[src/sv/smks_pkg.sv]
`default_nettype none
// ----------------------------------------------------------------------------
// smks_pkg
// Shared types and constants of the analog key-sensor matrix scanner.
// ----------------------------------------------------------------------------
package smks_pkg;

    localparam int LINES         = 4;
    localparam int CHANNELS      = 4;
    localparam int KEYS          = 9;
    localparam int HISTORY_DEPTH = 3;
    localparam int SENSORS       = LINES * CHANNELS;

    localparam int SENSOR_W = $clog2(SENSORS);
    localparam int SAMPLE_W = 12;
    localparam int SUM_W    = 14;
    localparam int THR_W    = 10;
    localparam int BIND_W   = 4;
    localparam int CODE_W   = 8;
    localparam int SLOT_W   = 4;
    localparam int MUL_W    = 16;
    localparam int PROD_W   = 2 * MUL_W;
    localparam int SCALED_W = SAMPLE_W + 11;
    localparam int CFG_W    = 64;
    localparam int CFG_IDX_W = 3;

    // Unity of the ratio scale.
    localparam int RATIO_ONE = 1024;

    // Truncating divide by three: floor(sum * 43691 / 2^17) is exact for any
    // sum of three twelve-bit samples.
    localparam logic [MUL_W-1:0] DIV3_RECIP = 16'd43691;
    localparam int               DIV3_SHIFT = 17;

    localparam logic [39:0]       THR_RESET        = 40'd806093568750;
    localparam logic [63:0]       BIND_RESET       = 64'd5139530022764496725;
    localparam logic [39:0]       CODES_LOW_RESET  = 40'd43102508821;
    localparam logic [31:0]       CODES_HIGH_RESET = 32'd285546763;
    localparam logic [SAMPLE_W-1:0] OFFSET_RESET   = 12'd4000;

    typedef enum logic [1:0] {
        CMD_SAMPLE  = 2'd0,
        CMD_SCAN    = 2'd1,
        CMD_CAPTURE = 2'd2
    } cmd_t;

    typedef enum logic [CFG_IDX_W-1:0] {
        REG_THRESHOLDS_A  = 3'd0,
        REG_THRESHOLDS_B  = 3'd1,
        REG_THRESHOLDS_C  = 3'd2,
        REG_THRESHOLDS_D  = 3'd3,
        REG_SENSOR_TO_KEY = 3'd4,
        REG_KEY_CODES_LOW = 3'd5,
        REG_KEY_CODES_HIGH = 3'd6
    } cfg_reg_t;

    typedef enum logic [2:0] {
        ST_IDLE,
        ST_SUM,
        ST_DIV3,
        ST_SCALE,
        ST_TEST,
        ST_EMIT
    } state_t;

endpackage
`default_nettype wire

[src/sv/smks_mul.sv]
`default_nettype none
// ----------------------------------------------------------------------------
// smks_mul
// Shared unsigned multiplier with a registered product.
// ----------------------------------------------------------------------------
module smks_mul
    import smks_pkg::*;
(
    input  wire logic              clk,
    input  wire logic [MUL_W-1:0]  a,
    input  wire logic [MUL_W-1:0]  b,
    output logic      [PROD_W-1:0] p
);

    logic [PROD_W-1:0] p_reg;

    always_ff @(posedge clk)
    begin
        p_reg <= PROD_W'(a) * PROD_W'(b);
    end

    assign p = p_reg;

endmodule
`default_nettype wire

[src/sv/sensor_matrix_key_scanner.sv]
`default_nettype none
// ----------------------------------------------------------------------------
// sensor_matrix_key_scanner
// Sample history, offset capture and key report scan of a 4x4 sensor matrix.
// ----------------------------------------------------------------------------
// A sample or capture item is taken while idle and produces nothing. A scan
// item walks the sixteen sensors in turn, each through the sum, divide, scale
// and test states, using one shared multiplier: the three-sample sum is
// divided by three by reciprocal multiplication, then (threshold + 1025) *
// average is compared against offset * 1024, which is the same test as
// threshold < floor(offset*1024/avg) - 1024. After the walk the nine report
// items (slots 0 to 8, tlast on slot 8) are loaded into the output register,
// one per cycle while the downstream side is ready. The input side is ready
// again once the final slot sits in the output register.
module sensor_matrix_key_scanner
    import smks_pkg::*;
(
    input  wire logic                 clk,
    input  wire logic                 rst_n,
    // configuration write port
    input  wire logic                 cfg_we,
    input  wire logic [CFG_IDX_W-1:0] cfg_index,
    input  wire logic [CFG_W-1:0]     cfg_data,
    // input items
    input  wire logic                 s_tvalid,
    output logic                      s_tready,
    input  wire logic [23:0]          s_tdata,  // cmd[1:0], line[3:2], channel[5:4], sample[17:6]
    // result items
    output logic                      m_tvalid,
    input  wire logic                 m_tready,
    output logic      [15:0]          m_tdata,  // slot[3:0], key_code[11:4]
    output logic                      m_tlast
);

    // configuration registers
    logic [39:0] thresholds_a_reg;
    logic [39:0] thresholds_b_reg;
    logic [39:0] thresholds_c_reg;
    logic [39:0] thresholds_d_reg;
    logic [63:0] sensor_to_key_reg;
    logic [39:0] key_codes_low_reg;
    logic [31:0] key_codes_high_reg;

    // per-sensor state: newest sample in the low bits
    logic [HISTORY_DEPTH*SAMPLE_W-1:0] hist_reg [SENSORS];
    logic [SAMPLE_W-1:0]               offset_reg [SENSORS];

    state_t                state_reg, state_next;
    logic [SENSOR_W-1:0]   idx_reg, idx_next;
    logic [SLOT_W-1:0]     slot_reg, slot_next;
    logic [KEYS-1:0]       pressed_reg, pressed_next;
    logic [SUM_W-1:0]      sum_reg, sum_next;

    logic                  out_valid_reg, out_valid_next;
    logic [SLOT_W-1:0]     out_slot_reg, out_slot_next;
    logic [CODE_W-1:0]     out_code_reg, out_code_next;
    logic                  out_last_reg, out_last_next;

    logic                  hist_we;
    logic                  capture_en;
    logic [SENSOR_W-1:0]   wr_idx;

    logic [1:0]            in_cmd;
    logic [1:0]            in_line;
    logic [1:0]            in_channel;
    logic [SAMPLE_W-1:0]   in_sample;
    logic                  in_accept;
    logic                  in_matrix;

    logic [MUL_W-1:0]      mul_a;
    logic [MUL_W-1:0]      mul_b;
    logic [PROD_W-1:0]     prod;

    logic [4*40-1:0]       thr_all;
    logic [THR_W-1:0]      thr_sel;
    logic [BIND_W-1:0]     key_sel;
    logic [72-1:0]         codes_all;
    logic [SAMPLE_W-1:0]   avg;
    logic [HISTORY_DEPTH*SAMPLE_W-1:0] row;
    logic [SCALED_W-1:0]   scaled_offset;
    logic                  sensor_on;
    logic                  out_load;

    assign in_cmd     = s_tdata[1:0];
    assign in_line    = s_tdata[3:2];
    assign in_channel = s_tdata[5:4];
    assign in_sample  = s_tdata[17:6];
    assign in_accept  = s_tvalid && s_tready;
    assign in_matrix  = (32'(in_line) < LINES) && (32'(in_channel) < CHANNELS);
    assign wr_idx     = SENSOR_W'(32'(in_line) * CHANNELS + 32'(in_channel));

    assign thr_all   = {thresholds_d_reg, thresholds_c_reg, thresholds_b_reg, thresholds_a_reg};
    assign thr_sel   = thr_all[idx_reg*THR_W +: THR_W];
    assign key_sel   = sensor_to_key_reg[idx_reg*BIND_W +: BIND_W];
    assign codes_all = {key_codes_high_reg, key_codes_low_reg};
    assign row       = hist_reg[idx_reg];
    assign avg       = prod[DIV3_SHIFT +: SAMPLE_W];

    // offset * 1024 >= (thr + 1025) * avg  <=>  floor(offset*1024/avg) - 1024 > thr.
    // A zero average leaves a zero product, so that sensor is always on.
    assign scaled_offset = SCALED_W'({offset_reg[idx_reg], 10'b0});
    assign sensor_on     = {1'b0, scaled_offset} >= prod[SCALED_W:0];

    smks_mul u_mul (
        .clk (clk),
        .a   (mul_a),
        .b   (mul_b),
        .p   (prod)
    );

    always_comb
    begin
        state_next     = state_reg;
        idx_next       = idx_reg;
        slot_next      = slot_reg;
        pressed_next   = pressed_reg;
        sum_next       = sum_reg;
        out_valid_next = out_valid_reg && !m_tready;
        out_slot_next  = out_slot_reg;
        out_code_next  = out_code_reg;
        out_last_next  = out_last_reg;
        hist_we        = 1'b0;
        capture_en     = 1'b0;
        s_tready       = 1'b0;
        out_load       = 1'b0;
        mul_a          = MUL_W'(sum_reg);
        mul_b          = DIV3_RECIP;

        unique case (state_reg)
            ST_IDLE:
            begin
                s_tready = 1'b1;
                if (in_accept)
                begin
                    unique case (in_cmd)
                        CMD_SAMPLE:  hist_we = in_matrix;
                        CMD_CAPTURE: capture_en = 1'b1;
                        CMD_SCAN:
                        begin
                            idx_next     = '0;
                            pressed_next = '0;
                            state_next   = ST_SUM;
                        end
                        default: ;
                    endcase
                end
            end
            ST_SUM:
            begin
                sum_next = SUM_W'(row[SAMPLE_W-1:0]) + SUM_W'(row[2*SAMPLE_W-1:SAMPLE_W])
                         + SUM_W'(row[3*SAMPLE_W-1:2*SAMPLE_W]);
                state_next = ST_DIV3;
            end
            ST_DIV3:
            begin
                state_next = ST_SCALE;
            end
            ST_SCALE:
            begin
                mul_a      = MUL_W'(avg);
                mul_b      = MUL_W'(thr_sel) + MUL_W'(RATIO_ONE + 1);
                state_next = ST_TEST;
            end
            ST_TEST:
            begin
                for (int k = 0; k < KEYS; k++)
                begin
                    if (sensor_on && (32'(key_sel) == k))
                        pressed_next[k] = 1'b1;
                end
                idx_next = idx_reg + SENSOR_W'(1);
                if (idx_reg == SENSOR_W'(SENSORS - 1))
                begin
                    slot_next  = '0;
                    state_next = ST_EMIT;
                end
                else
                    state_next = ST_SUM;
            end
            ST_EMIT:
            begin
                out_load = !out_valid_reg || m_tready;
                if (out_load)
                begin
                    out_valid_next = 1'b1;
                    out_slot_next  = slot_reg;
                    out_code_next  = pressed_reg[slot_reg] ? codes_all[slot_reg*CODE_W +: CODE_W]
                                                           : '0;
                    out_last_next  = (slot_reg == SLOT_W'(KEYS - 1));
                    slot_next      = slot_reg + SLOT_W'(1);
                    if (slot_reg == SLOT_W'(KEYS - 1))
                        state_next = ST_IDLE;
                end
            end
            default: state_next = ST_IDLE;
        endcase
    end

    always_ff @(posedge clk or negedge rst_n)
    begin
        if (!rst_n)
            state_reg <= ST_IDLE;
        else
            state_reg <= state_next;
    end

    always_ff @(posedge clk or negedge rst_n)
    begin
        if (!rst_n)
        begin
            idx_reg       <= '0;
            slot_reg      <= '0;
            pressed_reg   <= '0;
            out_valid_reg <= 1'b0;
        end
        else
        begin
            idx_reg       <= idx_next;
            slot_reg      <= slot_next;
            pressed_reg   <= pressed_next;
            out_valid_reg <= out_valid_next;
        end
    end

    always_ff @(posedge clk)
    begin
        sum_reg      <= sum_next;
        out_slot_reg <= out_slot_next;
        out_code_reg <= out_code_next;
        out_last_reg <= out_last_next;
    end

    // Sample history shifts in place; a capture copies every newest sample.
    always_ff @(posedge clk or negedge rst_n)
    begin
        if (!rst_n)
        begin
            for (int i = 0; i < SENSORS; i++)
            begin
                hist_reg[i]   <= '0;
                offset_reg[i] <= OFFSET_RESET;
            end
        end
        else
        begin
            for (int i = 0; i < SENSORS; i++)
            begin
                if (hist_we && (wr_idx == SENSOR_W'(i)))
                    hist_reg[i] <= {hist_reg[i][(HISTORY_DEPTH-1)*SAMPLE_W-1:0], in_sample};
                if (capture_en)
                    offset_reg[i] <= hist_reg[i][SAMPLE_W-1:0];
            end
        end
    end

    always_ff @(posedge clk or negedge rst_n)
    begin
        if (!rst_n)
        begin
            thresholds_a_reg   <= THR_RESET;
            thresholds_b_reg   <= THR_RESET;
            thresholds_c_reg   <= THR_RESET;
            thresholds_d_reg   <= THR_RESET;
            sensor_to_key_reg  <= BIND_RESET;
            key_codes_low_reg  <= CODES_LOW_RESET;
            key_codes_high_reg <= CODES_HIGH_RESET;
        end
        else if (cfg_we)
        begin
            unique case (cfg_index)
                REG_THRESHOLDS_A:   thresholds_a_reg   <= cfg_data[39:0];
                REG_THRESHOLDS_B:   thresholds_b_reg   <= cfg_data[39:0];
                REG_THRESHOLDS_C:   thresholds_c_reg   <= cfg_data[39:0];
                REG_THRESHOLDS_D:   thresholds_d_reg   <= cfg_data[39:0];
                REG_SENSOR_TO_KEY:  sensor_to_key_reg  <= cfg_data;
                REG_KEY_CODES_LOW:  key_codes_low_reg  <= cfg_data[39:0];
                REG_KEY_CODES_HIGH: key_codes_high_reg <= cfg_data[31:0];
                default: ;
            endcase
        end
    end

    assign m_tvalid = out_valid_reg;
    assign m_tdata  = {4'b0, out_code_reg, out_slot_reg};
    assign m_tlast  = out_last_reg;

    // A scan item starts the sensor walk at the first sensor.
    a_scan_start: assert property (@(posedge clk) disable iff (!rst_n)
        (in_accept && (in_cmd == CMD_SCAN)) |=> (state_reg == ST_SUM && idx_reg == '0))
        else $error("scan did not start at sensor zero");

    // The last sensor test always hands over to the report phase.
    a_walk_end: assert property (@(posedge clk) disable iff (!rst_n)
        (state_reg == ST_TEST && idx_reg == SENSOR_W'(SENSORS - 1)) |=> (state_reg == ST_EMIT))
        else $error("sensor walk did not end in report phase");

    // Leaving the report phase means the final slot has just been loaded.
    a_emit_end: assert property (@(posedge clk) disable iff (!rst_n)
        (state_reg == ST_EMIT && state_next == ST_IDLE) |=> (m_tvalid && m_tlast))
        else $error("report ended without the final slot");

    // tlast marks the final slot and no other.
    a_last_slot: assert property (@(posedge clk) disable iff (!rst_n)
        m_tvalid |-> (m_tlast == (m_tdata[3:0] == SLOT_W'(KEYS - 1))))
        else $error("tlast does not match the final slot");

endmodule
`default_nettype wire
[config.mk]
export PLATFORM = sky130hd
export DESIGN_NAME = sensor_matrix_key_scanner
export DESIGN_NICKNAME = d
export VERILOG_FILES = /design/src/sv/smks_pkg.sv /design/src/sv/smks_mul.sv /design/src/sv/sensor_matrix_key_scanner.sv
export SDC_FILE = /design/constraint.sdc
export NUM_CORES = 2
export LEC_CHECK = 0
export BUFFER_PORTS_ARGS = -buffer_cell sky130_fd_sc_hd__buf_2
export CAP_MARGIN = 20
export CORE_UTILIZATION = 57
export DETAILED_ROUTE_END_ITERATION = 16
export PLACE_DENSITY = 0.81
export SLEW_MARGIN = 20
export SYNTH_ARGS = -nofsm -noshare
export SYNTH_HDL_FRONTEND = slang
export SYNTH_SLANG_ARGS = --single-unit
[constraint.sdc]
create_clock -name clk -period 7.8 [get_ports clk]
set_input_delay 1.17 -clock clk [delete_from_list [all_inputs] [get_ports clk]]
set_output_delay 1.17 -clock clk [all_outputs]
set_load 0.01 [all_outputs]
Word level (Yosys, flattened, before mapping)
Cells that the tools add are included.

Bits in registers: 1141. Output and inout bits: 19.

$add $sub $neg: 6. Multipliers: 2. Magnitude comparators: 3. Equal/unequal tests: 52. Shift-type cells: 3. Mux-type cells: 43. Bitwise logic cells: 1. Reductions and logical operators: 57.

Operators with widths (number): variable part select 160 x 9 -> 10 bit (1); binary-select mux 36 bit (select 4 bit) (1); two-way mux 36 bit (2); variable part select 72 x 8 -> 8 bit (1); variable part select 64 x 7 -> 4 bit (1); binary-select mux 12 bit (select 4 bit) (1); == test 4 bit, second input constant (11); AND reduction 4 bit (10); == test 4 x 3 -> 1 bit, second input constant (8); multiplier 14 x 16 -> 29 bit (1); logical AND 1 bit (27); != test 2 bit, second input constant (13); greater-or-equal comparator 22 x 24 -> 1 bit (1); two-way mux 12 bit (2); two-way mux 1 bit (19); two-way mux 9 bit (2); case mux 3 bit (6 select lines) (1); case mux 9 bit (2 select lines) (1); == test 4 x 2 -> 1 bit, second input constant (4); two-way mux 16 bit (1); two-way mux 4 bit (4); case mux 4 bit (2 select lines) (2); AND reduction 2 bit (8); == test 3 bit, second input constant (5); 25 further kinds (40).

Longest topological paths before layout
Depth after elaboration: 8. Gate-level depth with buffers: 31. Mapped depth without buffers: 28.

Cells and area by module
A second synthesis with hierarchy kept.

Cell total of the unflattened synthesis: 4124. Area, all modules: 60360.4 um^2.

Modules (own cells, without submodules): sensor_matrix_key_scanner (instances 1, cells an instance 3104, area each 51204.1 um^2, sequential area each 28292.1 um^2); smks_mul (instances 1, cells an instance 1020, area each 9156.3 um^2, sequential area each 640.6 um^2).

Worst setup path before layout
Ideal clock, no wire load.

Kind: register to register. Start point: reg idx_reg[0]. End point: reg u_mul.p_reg[25] (netlist: u_mul.p[25]). Library setup time: 0.072 ns. Arrival time: 7.360 ns. Required time: 7.728 ns. Path slack: 0.367 ns. Stages on the path, launching flop included: 28. Path through: dfrtp_1 -> buf_6 -> buf_8 -> buf_8 -> mux4_2 -> a221oi_4 -> nand4b_1 -> o211a_1 -> or2_1 -> buf_2 -> nor2_1 -> fa_1 -> inv_1 -> fa_1 -> inv_1 -> fa_1 -> inv_1 -> fa_1 -> inv_1 -> fa_1 -> fa_1 -> ha_1 -> a21oi_1 -> o221ai_1 -> o31ai_1 -> o311ai_0 -> a221oi_1 -> xnor2_1.

Word-level cells in the longest chain between the ends: 5.

RTL lines: start, declared (RTL line sensor_matrix_key_scanner.sv:49) `logic [SENSOR_W-1:0] idx_reg, idx_next;`; start signal, assigned (RTL line sensor_matrix_key_scanner.sv:218) `idx_reg <= idx_next;`; multiplier 4 x 3 -> 7 bit (RTL line sensor_matrix_key_scanner.sv:93) `assign thr_sel = thr_all[idx_reg*THR_W +: THR_W];`; variable part select 160 x 9 -> 10 bit (RTL line sensor_matrix_key_scanner.sv:93); adder 10 x 11 -> 12 bit (RTL line sensor_matrix_key_scanner.sv:161) `mul_b = MUL_W'(thr_sel) + MUL_W'(RATIO_ONE + 1);`; two-way mux 16 bit (RTL line sensor_matrix_key_scanner.sv:129) `unique case (state_reg)`; multiplier 14 x 16 -> 29 bit (RTL line smks_mul.sv:19) `p_reg <= PROD_W'(a) * PROD_W'(b);`; end signal, assigned (RTL line smks_mul.sv:19); end, declared (RTL line smks_mul.sv:15) `logic [PROD_W-1:0] p_reg;`.

No other way between the ends. A chain may end at the register's enable or synchronous reset.

Final worst setup path
Start point: reg idx_reg[0]. End point: reg u_mul.p_reg[28] (netlist: u_mul.p[28]).

Same word-level chain as after synthesis.

==> results.json <==
{
  "worstSetupEndpointType": "register",
  "num_vias": 33700,
  "clockBufferDepth": 3,
  "cts_root_buffer": "clkbuf_16",
  "grt_pass1_vias": 35700,
  "crit_top_cell": "buf_4",
  "rsz0062_at_grt": "yes",
  "largest_register_ff_count": 576,
  "gp_congestion": 0.972,
  "antenna_left": 0,
  "ys_seq_area_share_pct": 49.7,
  "max_slew_margin_pct": 29.5,
  "grt_pass1_wl_um": 208000,
  "start_kind": "register",
  "grt_antenna_before_repair": 9,
  "synth_warnings": 0,
  "path_clk_slew_ns": 0.07,
  "nets": 4410,
  "coreArea_um2": 101000,
  "synthFlopType": "dfrtp_1",
  "critPathSlowestCell": "fa_1",
  "cts_hold_buf": 0,
  "min_period_ns": 7.74,
  "r2r_start": "idx_reg[0]",
  "r2r_setup_slack_ns": 0.06,
  "pre_cts_ws_ns": -0.112,
  "cts_made_buffers": 113,
  "path_class": "register to register",
  "grt_overflow": 0,
  "finalClockSkew_ns": 0.0581,
  "syn_area_per_cell_um2": 15.2,
  "firstDrtPassIters": 5,
  "clock_sinks": 1141,
  "ys_ff_latch": 1141,
  "die_area_um2": 103000,
  "cap_violations": 0,
  "tightestPinTransition_ns": 1.06,
  "synthCells": 3827,
  "grt_use_total_pct": 26.1,
  "seq_area_um2": 28900,
  "synth_edf_count": 27,
  "cts_tree": "yes",
  "fillers": 6805,
  "drt_iter0_drc": 2521,
  "drc": 0,
  "synth_area_um2": 58100,
  "cp_max_fo": 5,
  "setup_slack_ns": 0.0617,
  "synthDistinctLibCells": 80,
  "multi_input_area_um2": 27900,
  "finalHoldViolations": 0,
  "drive_gt1_share_pct": 53.7,
  "die_h_um": 321,
  "finish.instance_area_um2": 65400,
  "grt_max_degree": 187,
  "setup_viol": 0,
  "cp_slowest_stage_delay_ns": 0.54,
  "hp-class": "primary input to asynchronous set/reset pin",
  "avgViaCountPerCell": 6.14,
  "syn2layout_area_growth_pct": 12.7,
  "instances_no_fill": 5496,
  "r2r_cells": 34,
  "ios": 115,
  "dieWidth_um": 321,
  "rows": 116,
  "fmax_ghz": 0.129,
  "outcome": "completed",
  "dpl_cell_area_um2": 60800,
  "regToRegEndpoint": "u_mul.p[28]",
  "clock_latency_ns": 0.73,
  "maxSlewViolCount": 0,
  "port_buffers": 104,
  "dp_hpwl_um": 85100,
  "wl_um": 131000,
  "worstPathRequired_ns": 8.35,
  "numPlacedInstances": 5242,
  "start_util_pct": 57.7,
  "wl_per_cell_um": 23.9,
  "synth-async-reset-ratio_pct": 95.1,
  "cts_max_level": 3,
  "crit_arrival_ns": 8.29,
  "timing.final.crit_share_pct": 99.2
}
==> cells by family (layout without fill, tap and decap cells) <==
logic type	after synthesis	count (layout)	share of synthesized area, %
AOI/OAI and AO/OA	152	152	1.78
muxes	1393	1393	33.4
and+or+nand+nor	396	396	3.34
buffers and inverters	416	710	3.06
DFF	1141	1141	49.7
other	2	20	0.0129
adders and majority gates	281	281	8.01
xor gates and xnor gates	46	46	0.694
==> area by class of cell <==
| class | instances | area share [%] |
|---|---|---|
| timing repair buffer | 295 | 3.37 |
| sequential | 1141 | 44.1 |
| inverter | 200 | 1.15 |
| clock buffer | 170 | 5.22 |
| antenna | 6 | 0.0229 |
| multi-input combinational | 2282 | 42.6 |
| clock inverter | 45 | 0.927 |
| tap | 1357 | 2.59 |
==> synth_stat cells (all sizes together) (5+ instances only) <==
cell    count  area [um2]
nand2b     16         100
inv       200         751
ha        130        1630
a21oi      39         195
a221oi      5        78.8
dfrtp     821       20500
nand3      28         140
a22oi      12        90.1
nand4       5        31.3
dfxtp      29         581
or2        14        87.6
dfstp     264        6940
and2       24         150
nor3b       5        42.5
nor4        5        52.6
mux2i       9        90.1
clkbuf    137         564
a211oi      5        37.5
or3        10        62.6
mux4      320        7320
fa        151        3020
nor2b      10        62.6
xor2       16         140
o21ai      34         174
nor3       17         105
nor2      140         526
a31oi       5        31.3
buf        79         462
a22o        9        78.8
xnor2      30         263
mux2     1064       12000
a21o       12        90.1
and3        7        43.8
nand2      96         365
edfxtp     27         811
==> cell usage in the layout, fill, tap and decap left out, types with 9 or more instances in the layout <==
master	instances
mux4_2	299
xnor2_1	29
nor2b_1	10
xor2_1	14
buf_12	14
dfxtp_1	29
edfxtp_1	27
buf_2	103
clkbuf_16	116
a22o_1	9
and2_1	22
bufinv_16	11
nor2_1	123
mux2i_1	9
conb_1	14
dfrtp_1	817
or2_2	9
inv_1	192
or3_1	9
a21o_1	12
clkbuf_8	33
dfstp_2	264
fa_1	145
o21ai_0	31
mux2_2	1064
clkbuf_1	22
nor3_1	11
mux4_1	21
nand3_1	26
clkinv_2	21
a21oi_1	36
nand2b_1	13
nor2_4	10
nand2_1	88
ha_1	125
buf_4	167
==> worst max path at each step <==
stage	startpoint	to	slack [ns]	cells past startpoint
after floorplan	idx_reg[0]	u_mul.p[25]	0.37	27
after global placement	idx_reg[0]	u_mul.p[28]	-0.01	30
after detailed placement	idx_reg[0]	u_mul.p[28]	-0.11	30
after CTS	idx_reg[0]	u_mul.p[28]	-0.02	30
after global routing	idx_reg[0]	u_mul.p[28]	-0.24	33
final	idx_reg[0]	u_mul.p[28]	0.06	34
==> routing by layer <==
layer | vias to the layer above | routed length (um) | GRT usage (%)
met1 | 18100 | 54400 | 35.7
met2 | 979 | 66000 | 43.7
li1 | 14300 | - | -
met3 | 273 | 6980 | 3.95
met4 | 4 | 3790 | 7.22
met5 | - | 25 | 0
==> critical path, delay by kind of cell (launching register included) <==
kind | cells | cell delay, ns
compound gates | 5 | 0.57
xor+xnor | 1 | 0.11
fa+ha+maj | 8 | 3.30
buf+inv | 13 | 1.62
flops | 1 | 0.51
mux | 1 | 0.37
simple gates | 6 | 1.09
==> timing repair <==
item,4_1_cts,5_1_grt
setup buffers,4,27
resized for setup,17,74
gates cloned,1,1
setup endpoints to repair,3,11
pin swaps,7,55
==> stage by stage <==
stage,TNS [ns],hold WS (ns),utilization [%]
detailed placement,-0.181,0.470,60.4
global route,-1.52,0.480,65.1
finish,0,0.456,65.1
CTS,-0.0195,0.453,64.6
floorplan,0,0.446,-
global placement,-0.0145,0.464,60.4
Power is left out: the tool's default activity adds up to more than one toggle a clock period on the data nets, which glitch-free logic cannot reach.
